`config.mk`:
```
export PLATFORM = sky130hd
export DESIGN_NAME = filled_circle_span_generator_top
export DESIGN_NICKNAME = d
export VERILOG_FILES = /design/src/sv/fcsg_pkg.sv /design/src/sv/fcsg_front.sv /design/src/sv/fcsg_queue.sv /design/src/sv/fcsg_back.sv /design/src/sv/filled_circle_span_generator_top.sv
export SDC_FILE = /design/constraint.sdc
export NUM_CORES = 1
export LEC_CHECK = 0
export ABC_AREA = 1
export BUFFER_PORTS_ARGS = -buffer_cell sky130_fd_sc_hd__buf_2
export CAP_MARGIN = 20
export CORE_ASPECT_RATIO = 1.75
export CORE_MARGIN = 2
export CORE_UTILIZATION = 40
export DETAILED_ROUTE_END_ITERATION = 6
export GPL_ROUTABILITY_DRIVEN = 0
export PLACE_DENSITY = 0.66
export SLEW_MARGIN = 40
export SYNTH_ARGS = -nofsm -noshare
export SYNTH_HDL_FRONTEND = slang
export SYNTH_SLANG_ARGS = --single-unit
```
`constraint.sdc`:
```
create_clock -name i_clk -period 24.5 [get_ports i_clk]
set_input_delay 2.45 -clock i_clk [delete_from_list [all_inputs] [get_ports i_clk]]
set_output_delay 2.45 -clock i_clk [all_outputs]
set_load 0.01 [all_outputs]
```
`src/sv/fcsg_pkg.sv`:
```
// ============================================================================
// fcsg_pkg
// Types, constants and small tables of the filled circle span generator.
// ============================================================================
`default_nettype none

package fcsg_pkg;

    localparam logic [3:0]  MAX_RADIUS   = 4'd15;
    localparam int          QUEUE_DEPTH  = 2;

    localparam int          CFG_INDEX_W  = 1;
    localparam int          CFG_DATA_W   = 12;
    localparam logic [CFG_INDEX_W-1:0] CFG_SCREEN_WIDTH  = 1'd0;
    localparam logic [CFG_INDEX_W-1:0] CFG_SCREEN_HEIGHT = 1'd1;
    localparam logic [CFG_DATA_W-1:0]  SCREEN_WIDTH_RST  = 12'd320;
    localparam logic [CFG_DATA_W-1:0]  SCREEN_HEIGHT_RST = 12'd480;

    typedef struct packed {
        logic [15:0] center_x;
        logic [15:0] center_y;
        logic [3:0]  radius;
        logic [15:0] fill_color;
    } t_circle_req;

    typedef struct packed {
        logic [15:0] span_x;
        logic [15:0] span_y;
        logic [4:0]  span_len;
        logic [15:0] span_color;
        logic        last_span;
    } t_span;

    typedef struct packed {
        logic [15:0] center_x;
        logic [15:0] center_y;
        logic [3:0]  radius;
        logic [15:0] fill_color;
        logic [3:0]  imax;
        logic [7:0]  sqmax;
    } t_job;

    typedef struct packed {
        logic full;
        logic empty;
    } t_q_stat;

    // floor(r * 707 / 1000) + 1
    function automatic logic [3:0] imax_of(input logic [3:0] r);
        logic [3:0] v;
        unique case (r)
            4'd0:    v = 4'd0;
            4'd1:    v = 4'd0;
            4'd2:    v = 4'd1;
            4'd3:    v = 4'd2;
            4'd4:    v = 4'd2;
            4'd5:    v = 4'd3;
            4'd6:    v = 4'd4;
            4'd7:    v = 4'd4;
            4'd8:    v = 4'd5;
            4'd9:    v = 4'd6;
            4'd10:   v = 4'd7;
            4'd11:   v = 4'd7;
            4'd12:   v = 4'd8;
            4'd13:   v = 4'd9;
            4'd14:   v = 4'd9;
            default: v = 4'd10;
        endcase
        return v + 4'd1;
    endfunction

    // r * r + r / 2
    function automatic logic [7:0] sqmax_of(input logic [3:0] r);
        logic [7:0] sq;
        sq = {4'b0, r} * {4'b0, r};
        return sq + {5'b0, r[3:1]};
    endfunction

endpackage

`default_nettype wire

```
`src/sv/fcsg_front.sv`:
```
// ============================================================================
// fcsg_front
// Accepts circle requests, drops empty radii and precomputes loop bounds.
// ============================================================================
`default_nettype none

module fcsg_front (
    input  wire logic                 i_in_valid,
    input  fcsg_pkg::t_circle_req     i_in_data,
    output logic                      o_in_ready,
    input  fcsg_pkg::t_q_stat         i_q_stat,
    output logic                      o_push,
    output fcsg_pkg::t_job            o_job
);
    import fcsg_pkg::*;

    logic w_radius_ok;

    assign w_radius_ok = (i_in_data.radius != 4'd0) && (i_in_data.radius <= MAX_RADIUS);
    assign o_in_ready  = !i_q_stat.full;
    assign o_push      = i_in_valid && o_in_ready && w_radius_ok;

    always_comb begin
        o_job.center_x   = i_in_data.center_x;
        o_job.center_y   = i_in_data.center_y;
        o_job.radius     = i_in_data.radius;
        o_job.fill_color = i_in_data.fill_color;
        o_job.imax       = imax_of(i_in_data.radius);
        o_job.sqmax      = sqmax_of(i_in_data.radius);
    end

endmodule

`default_nettype wire

```
`src/sv/fcsg_queue.sv`:
```
// ============================================================================
// fcsg_queue
// Small job FIFO between the request front and the span sequencer.
// ============================================================================
`default_nettype none

module fcsg_queue #(
    parameter int P_DEPTH = fcsg_pkg::QUEUE_DEPTH
) (
    input  wire logic          i_clk,
    input  wire logic          i_rst_n,
    input  wire logic          i_push,
    input  fcsg_pkg::t_job     i_push_data,
    input  wire logic          i_pop,
    output fcsg_pkg::t_job     o_head,
    output fcsg_pkg::t_q_stat  o_stat
);
    import fcsg_pkg::*;

    localparam int AW = (P_DEPTH > 1) ? $clog2(P_DEPTH) : 1;
    localparam int CW = $clog2(P_DEPTH + 1);
    localparam logic [AW-1:0] LAST_PTR = AW'(P_DEPTH - 1);
    localparam logic [CW-1:0] FULL_CNT = CW'(P_DEPTH);

    t_job           r_mem [P_DEPTH];
    logic [AW-1:0]  r_wr, n_wr;
    logic [AW-1:0]  r_rd, n_rd;
    logic [CW-1:0]  r_count, n_count;
    logic           w_push, w_pop;

    assign o_stat.full  = (r_count == FULL_CNT);
    assign o_stat.empty = (r_count == '0);
    assign w_push       = i_push && !o_stat.full;
    assign w_pop        = i_pop && !o_stat.empty;
    assign o_head       = r_mem[r_rd];

    always_comb begin
        n_wr    = r_wr;
        n_rd    = r_rd;
        n_count = r_count;
        if (w_push) begin
            n_wr = (r_wr == LAST_PTR) ? '0 : r_wr + AW'(1);
        end
        if (w_pop) begin
            n_rd = (r_rd == LAST_PTR) ? '0 : r_rd + AW'(1);
        end
        unique case ({w_push, w_pop})
            2'b10:   n_count = r_count + CW'(1);
            2'b01:   n_count = r_count - CW'(1);
            default: n_count = r_count;
        endcase
    end

    always_ff @(posedge i_clk) begin
        if (!i_rst_n) begin
            r_wr    <= '0;
            r_rd    <= '0;
            r_count <= '0;
        end else begin
            r_wr    <= n_wr;
            r_rd    <= n_rd;
            r_count <= n_count;
        end
    end

    always_ff @(posedge i_clk) begin
        if (w_push) begin
            r_mem[r_wr] <= i_push_data;
        end
    end

endmodule

`default_nettype wire

```
`src/sv/fcsg_back.sv`:
```
// ============================================================================
// fcsg_back
// Span sequencer: walks the midpoint rows, clips spans, holds one span
// back to mark the last one, and drives the output register.
// ============================================================================
`default_nettype none

module fcsg_back (
    input  wire logic                               i_clk,
    input  wire logic                               i_rst_n,
    input  wire logic [fcsg_pkg::CFG_DATA_W-1:0]    i_screen_width,
    input  wire logic [fcsg_pkg::CFG_DATA_W-1:0]    i_screen_height,
    input  fcsg_pkg::t_q_stat                       i_q_stat,
    input  fcsg_pkg::t_job                          i_head,
    output logic                                    o_pop,
    output logic                                    o_out_valid,
    input  wire logic                               i_out_ready,
    output fcsg_pkg::t_span                         o_out_data
);
    import fcsg_pkg::*;

    localparam logic [2:0] ST_IDLE   = 3'd0;
    localparam logic [2:0] ST_CENTER = 3'd1;
    localparam logic [2:0] ST_OUT_A  = 3'd2;
    localparam logic [2:0] ST_OUT_B  = 3'd3;
    localparam logic [2:0] ST_IN_A   = 3'd4;
    localparam logic [2:0] ST_IN_B   = 3'd5;
    localparam logic [2:0] ST_FLUSH  = 3'd6;

    logic [2:0]  r_state, n_state;
    t_job        r_job, n_job;
    logic [3:0]  r_i, n_i;
    logic [3:0]  r_x, n_x;
    logic        r_pend_valid, n_pend_valid;
    t_span       r_pend, n_pend;
    logic        r_out_valid, n_out_valid;
    t_span       r_out, n_out;

    logic        w_adv;
    logic [7:0]  w_ii, w_xx;
    logic        w_shrink;
    logic        w_outer;
    logic [3:0]  w_x_dec;
    logic [3:0]  w_im1;
    logic        c_emit;
    logic [15:0] c_x, c_y;
    logic [4:0]  c_len;
    t_span       w_cand;

    function automatic t_span clip_span(
        input t_span                 s,
        input logic [CFG_DATA_W-1:0] w,
        input logic [CFG_DATA_W-1:0] h
    );
        t_span       o;
        logic [16:0] x_end;
        o     = s;
        x_end = {1'b0, s.span_x} + {12'b0, s.span_len} - 17'd1;
        if (x_end >= {5'b0, w}) begin
            o.span_x = {4'b0, w} - {11'b0, s.span_len} - 16'd1;
        end
        if (s.span_y >= {4'b0, h}) begin
            o.span_y = {4'b0, h} - 16'd1;
        end
        return o;
    endfunction

    assign w_adv    = !r_out_valid || i_out_ready;
    assign w_ii     = {4'b0, r_i} * {4'b0, r_i};
    assign w_xx     = {4'b0, r_x} * {4'b0, r_x};
    assign w_shrink = ({1'b0, w_ii} + {1'b0, w_xx}) > {1'b0, r_job.sqmax};
    assign w_outer  = w_shrink && (r_x > r_job.imax);
    assign w_x_dec  = (w_shrink && (r_x != 4'd0)) ? r_x - 4'd1 : r_x;
    assign w_im1    = r_i - 4'd1;

    always_comb begin
        c_emit = 1'b0;
        c_x    = r_job.center_x;
        c_y    = r_job.center_y;
        c_len  = 5'd0;
        unique case (r_state)
            ST_CENTER: begin
                c_emit = 1'b1;
                c_x    = r_job.center_x - {12'b0, r_job.radius};
                c_len  = {r_job.radius, 1'b0};
            end
            ST_OUT_A: begin
                c_emit = 1'b1;
                if (w_outer) begin
                    c_x   = r_job.center_x - {12'b0, w_im1};
                    c_y   = r_job.center_y + {12'b0, r_x};
                    c_len = {w_im1, 1'b0};
                end else begin
                    c_x   = r_job.center_x - {12'b0, w_x_dec};
                    c_y   = r_job.center_y + {12'b0, r_i};
                    c_len = {w_x_dec, 1'b0};
                end
            end
            ST_OUT_B: begin
                c_emit = 1'b1;
                c_x    = r_job.center_x - {12'b0, w_im1};
                c_y    = r_job.center_y - {12'b0, r_x};
                c_len  = {w_im1, 1'b0};
            end
            ST_IN_A: begin
                c_emit = 1'b1;
                c_x    = r_job.center_x - {12'b0, r_x};
                c_y    = r_job.center_y + {12'b0, r_i};
                c_len  = {r_x, 1'b0};
            end
            ST_IN_B: begin
                c_emit = 1'b1;
                c_x    = r_job.center_x - {12'b0, r_x};
                c_y    = r_job.center_y - {12'b0, r_i};
                c_len  = {r_x, 1'b0};
            end
            default: begin
                c_emit = 1'b0;
            end
        endcase
        w_cand = clip_span(t_span'{span_x:     c_x,
                                   span_y:     c_y,
                                   span_len:   c_len,
                                   span_color: r_job.fill_color,
                                   last_span:  1'b0},
                           i_screen_width, i_screen_height);
    end

    always_comb begin
        n_state      = r_state;
        n_job        = r_job;
        n_i          = r_i;
        n_x          = r_x;
        n_pend_valid = r_pend_valid;
        n_pend       = r_pend;
        n_out_valid  = r_out_valid && !i_out_ready;
        n_out        = r_out;
        o_pop        = 1'b0;
        if (r_state == ST_IDLE) begin
            if (!i_q_stat.empty) begin
                o_pop   = 1'b1;
                n_job   = i_head;
                n_state = ST_CENTER;
            end
        end else if (w_adv) begin
            if (c_emit && (c_len != 5'd0)) begin
                if (r_pend_valid) begin
                    n_out       = r_pend;
                    n_out_valid = 1'b1;
                end
                n_pend       = w_cand;
                n_pend_valid = 1'b1;
            end
            unique case (r_state)
                ST_CENTER: begin
                    n_i     = 4'd1;
                    n_x     = r_job.radius;
                    n_state = ST_OUT_A;
                end
                ST_OUT_A: begin
                    priority if (w_outer) begin
                        n_state = ST_OUT_B;
                    end else begin
                        n_x     = w_x_dec;
                        n_state = ST_IN_B;
                    end
                end
                ST_OUT_B: begin
                    n_x     = w_x_dec;
                    n_state = ST_IN_A;
                end
                ST_IN_A: begin
                    n_state = ST_IN_B;
                end
                ST_IN_B: begin
                    if (r_i == r_job.imax) begin
                        n_state = ST_FLUSH;
                    end else begin
                        n_i     = r_i + 4'd1;
                        n_state = ST_OUT_A;
                    end
                end
                ST_FLUSH: begin
                    if (r_pend_valid) begin
                        n_out           = r_pend;
                        n_out.last_span = 1'b1;
                        n_out_valid     = 1'b1;
                        n_pend_valid    = 1'b0;
                    end
                    n_state = ST_IDLE;
                end
                default: begin
                    n_state = ST_IDLE;
                end
            endcase
        end
    end

    always_ff @(posedge i_clk) begin
        if (!i_rst_n) begin
            r_state      <= ST_IDLE;
            r_pend_valid <= 1'b0;
            r_out_valid  <= 1'b0;
        end else begin
            r_state      <= n_state;
            r_pend_valid <= n_pend_valid;
            r_out_valid  <= n_out_valid;
        end
    end

    always_ff @(posedge i_clk) begin
        r_job  <= n_job;
        r_i    <= n_i;
        r_x    <= n_x;
        r_pend <= n_pend;
        r_out  <= n_out;
    end

    assign o_out_valid = r_out_valid;
    assign o_out_data  = r_out;

endmodule

`default_nettype wire

```
`src/sv/filled_circle_span_generator_top.sv`:
```
// ============================================================================
// filled_circle_span_generator_top
// Turns filled-circle requests into clipped horizontal spans.
// ============================================================================
// Usage:
//   Input channel (i_in_valid / o_in_ready / i_in_data) takes one circle per
//   beat: centre, radius 1..15 and colour. A radius of zero is taken and
//   dropped without any span.
//   Output channel (o_out_valid / i_out_ready / o_out_data) gives one span
//   per beat; last_span marks the final span of each circle.
//   Configuration: i_cfg_we writes i_cfg_data to screen width (index 0) or
//   screen height (index 1); write only while the block is idle.
// Flow:
//   Requests wait in a small job queue; the span sequencer takes one job
//   at a time and forms a candidate span in each state from CENTER to IN_B
//   while the output can advance. A span passes from the pending register
//   to the output register. One span is held back to tag the last one.
// Reset and stall:
//   Reset empties the queue and output and restores width 320, height 480.
//   A stalled receiver freezes the sequencer once it holds a job; the queue
//   keeps taking requests until it is full.
// ============================================================================
`default_nettype none

module filled_circle_span_generator_top #(
    parameter int P_QUEUE_DEPTH = fcsg_pkg::QUEUE_DEPTH
) (
    input  wire logic                               i_clk,
    input  wire logic                               i_rst_n,
    input  wire logic                               i_cfg_we,
    input  wire logic [fcsg_pkg::CFG_INDEX_W-1:0]   i_cfg_index,
    input  wire logic [fcsg_pkg::CFG_DATA_W-1:0]    i_cfg_data,
    input  wire logic                               i_in_valid,
    output logic                                    o_in_ready,
    input  fcsg_pkg::t_circle_req                   i_in_data,
    output logic                                    o_out_valid,
    input  wire logic                               i_out_ready,
    output fcsg_pkg::t_span                         o_out_data
);
    import fcsg_pkg::*;

    logic [CFG_DATA_W-1:0] r_screen_width;
    logic [CFG_DATA_W-1:0] r_screen_height;
    t_q_stat               w_q_stat;
    t_job                  w_push_job;
    t_job                  w_head;
    logic                  w_push;
    logic                  w_pop;

    always_ff @(posedge i_clk) begin
        if (!i_rst_n) begin
            r_screen_width  <= SCREEN_WIDTH_RST;
            r_screen_height <= SCREEN_HEIGHT_RST;
        end else if (i_cfg_we) begin
            unique case (i_cfg_index)
                CFG_SCREEN_WIDTH:  r_screen_width  <= i_cfg_data;
                CFG_SCREEN_HEIGHT: r_screen_height <= i_cfg_data;
                default: begin
                end
            endcase
        end
    end

    fcsg_front u_front (
        .i_in_valid (i_in_valid),
        .i_in_data  (i_in_data),
        .o_in_ready (o_in_ready),
        .i_q_stat   (w_q_stat),
        .o_push     (w_push),
        .o_job      (w_push_job)
    );

    fcsg_queue #(
        .P_DEPTH (P_QUEUE_DEPTH)
    ) u_queue (
        .i_clk       (i_clk),
        .i_rst_n     (i_rst_n),
        .i_push      (w_push),
        .i_push_data (w_push_job),
        .i_pop       (w_pop),
        .o_head      (w_head),
        .o_stat      (w_q_stat)
    );

    fcsg_back u_back (
        .i_clk           (i_clk),
        .i_rst_n         (i_rst_n),
        .i_screen_width  (r_screen_width),
        .i_screen_height (r_screen_height),
        .i_q_stat        (w_q_stat),
        .i_head          (w_head),
        .o_pop           (w_pop),
        .o_out_valid     (o_out_valid),
        .i_out_ready     (i_out_ready),
        .o_out_data      (o_out_data)
    );

endmodule

`default_nettype wire

```
==> run summary <==
Number of I/O pins - 126
DR iter-0 viols - 1024
Routed Antenna Nets - 0
Synthesis-to-finish area growth - 11.6%
Bufs on Longest Clock Path - 3
Die width - 172 um
CP max stage delay - 0.61 ns
DRC violation count after routing - 0
RSZ-0062 raised after global routing - no
Worst path required time - 24.83 ns
GRT Max-Usage Layer - met2
Starting Density - 40.5%
Synth area leaders - edfxtp_1 (47%), nand2_1 (11%), ha_1 (7.7%)
Final setup fails - 0
Crit Path Class - reg -> reg
Global Route Usage Sum - 18.9%
CTS tree - built
# clock sinks - 339
Vias in the first global route - 15200
Worst min path class - reg -> reg
Worst hold path stage count - 0
Placed Area - 0.0210 mm^2
Commonest non-fill, non-tap cell in the layout - nand2_1
Reg2reg start - u_back.r_i[0]
Syn_area_per_cell - 9.23 um^2
Post-CTS sizing - 0
Post-synthesis net count - 2349
R2r endpoint - u_back.r_pend[51]
Met2 Track Usage GR - 34.8%
Fill cells - 4725
Share of cells above drive strength 1 - 12.6%
Hold Buf Count CTS - 0
Core box area - 0.0487 mm^2
Hpwl dp - 36600 um
Initial antenna violation count - 3
GRT met3 Usage - 2.86%
Outcome - finished, final reports clean
Fin. max-slew vios - 0
Pre-Repair DR Iteration Count - 6
Hold EP - u_back.r_pend[6]
Crit-path max FO - 17
Slew HR - 42.5%
Final core utilization - 45.2%
Setup TNS - 0 ns
Clk_lat worst skew - 0.59 ns
Max H-tree Level - 1
I/O Buffers - 125
Final period utilization - 42.4%
Total number of vias - 15000
FP Rows - 107
Final WL - 48200 um
Reg2Reg Depth - 50
Clock root buffer - clkbuf_16
Fmax - 96.3 MHz
Nets - 2455
Met1 usage - 20.5%
DIE HEIGHT - 298 um
Die footprint - 0.0512 mm^2
Synth area leader - edfxtp_1
Unique masters post-synth - 58
Max capacitance violation total - 0
Most frequent cells in the layout - nand2_1 (559), edfxtp_1 (306), inv_1 (260)
Dpl ws - 14.25 ns
Worst slew pin tran - 0.860 ns
Gate Count Post-Synth - 2139
TritonCTS buffer count - 31
Min-Delay Startpoint - u_back.r_job[17]
Top cell type's share of synthesized area - 46.6%
CP arrival - 10.71 ns
Overflow after GRT - 0
Yosys reg bits - 339
R2r setup slk - 14.12 ns
Largest net degree at the start of global routing - 68
Register area share after synthesis - 49.9%
Critical path endpoint category - flip-flop
Final WS setup - 14.12 ns
Final hold violation count - 0
Critical path's slowest cell - nor3_4
Clock-pin slew on the worst setup and hold paths - 0.08 ns
Design area - 0.0220 mm^2
First-pass GRT wire length - 77300 um
Skew final - 0.0221 ns
Critical Path Source Type - flip-flop
Post-CTS Setup Repair Bufs - 0
Yosys synthesis warning count - 0
DR vias/cell - 5.13
Tmin final - 10.38 ns
Syn Std Cell Area - 0.0197 mm^2
Mean routed wirelength per cell - 16.5 um
-- worst max-delay path by stage --
stage             startpoint                 to  slack, ns  depth (start not counted)
2_1_floorplan  u_back.r_i[0]  u_back.r_pend[42]      15.43                         53
3_3_place_gp   u_back.r_i[0]  u_back.r_pend[50]      14.52                         54
3_5_place_dp   u_back.r_i[0]  u_back.r_pend[52]      14.25                         50
4_1_cts        u_back.r_i[0]  u_back.r_pend[50]      14.22                         50
5_1_grt        u_back.r_i[0]  u_back.r_pend[52]      13.03                         54
6_report       u_back.r_i[0]  u_back.r_pend[51]      14.12                         50
-- Yosys cell counts (all sizes together) --
cell type and n:
nand2 574, edfxtp 306, inv 282, a21oi 153
nor2 147, ha 122, o21ai 106, nand3 89
xor2 70, clkbuf 46, nor3 34, dfxtp 33
nand4 33, fa 18, xnor2 17, buf 15
o211ai 12, a31oi 11, a22oi 8, o21bai 7
o22ai 7, o221ai 6, nor4 5, o21a 5
a211oi 4, a311oi 4, and2 4, o31ai 4
or2 4, a221oi 3, a21o 2, a31o 2
clkinv 2, nand3b 1, o2111ai 1, o211a 1
o311ai 1
-- layer usage --
metal  part of all wire (%)  up-vias
met5                  0.073        -
met4                    5.5        6
met3                    4.8      150
met2                     52      451
met1                     38     7002
li1                       -     7397
-- critical path, delay by kind of cell (launching register included) --
family	cells	cell delay (ns)
XOR/XNOR	3	0.52
adder cells (fa/ha/maj)	11	4.12
AND/OR/NAND/NOR	20	2.99
flip-flops	1	0.60
AO/OA/AOI/OAI	8	1.34
buffers and inverters	8	0.53
-- final cells by class --
| type | count | area [um^2] | share of cell area (%) |
|---|---|---|---|
| tap | 654 | 818 | 3.72 |
| inverter | 284 | 1080 | 4.89 |
| antenna | 1 | 2.50 | 0.0114 |
| sequential | 339 | 9850 | 44.7 |
| clock buffer | 41 | 855 | 3.88 |
| clock inverter | 16 | 194 | 0.881 |
| multi-input combinational | 1455 | 8530 | 38.7 |
| timing repair buffer | 134 | 697 | 3.16 |
-- stage by stage --
step	hold slack, ns	cells
2_1_floorplan	0.400	2139
3_3_place_gp	0.404	2866
3_5_place_dp	0.405	2866
4_1_cts	0.419	2923
5_1_grt	0.425	2923
6_report	0.418	2924
-- cells by family after synthesis --
logic type                 after synthesis  share of synthesized area [%]
DFF                                    339                           49.9
xor gates and xnor gates                87                           3.86
AOI/OAI and AO/OA                      337                           10.1
adders and majority gates              140                           9.56
and+or+nand+nor                        891                           19.5
buffers and inverters                  345                           7.07
Power is not shown: default switching activity piles up to over one toggle a cycle in this logic, so the estimate is an artifact.
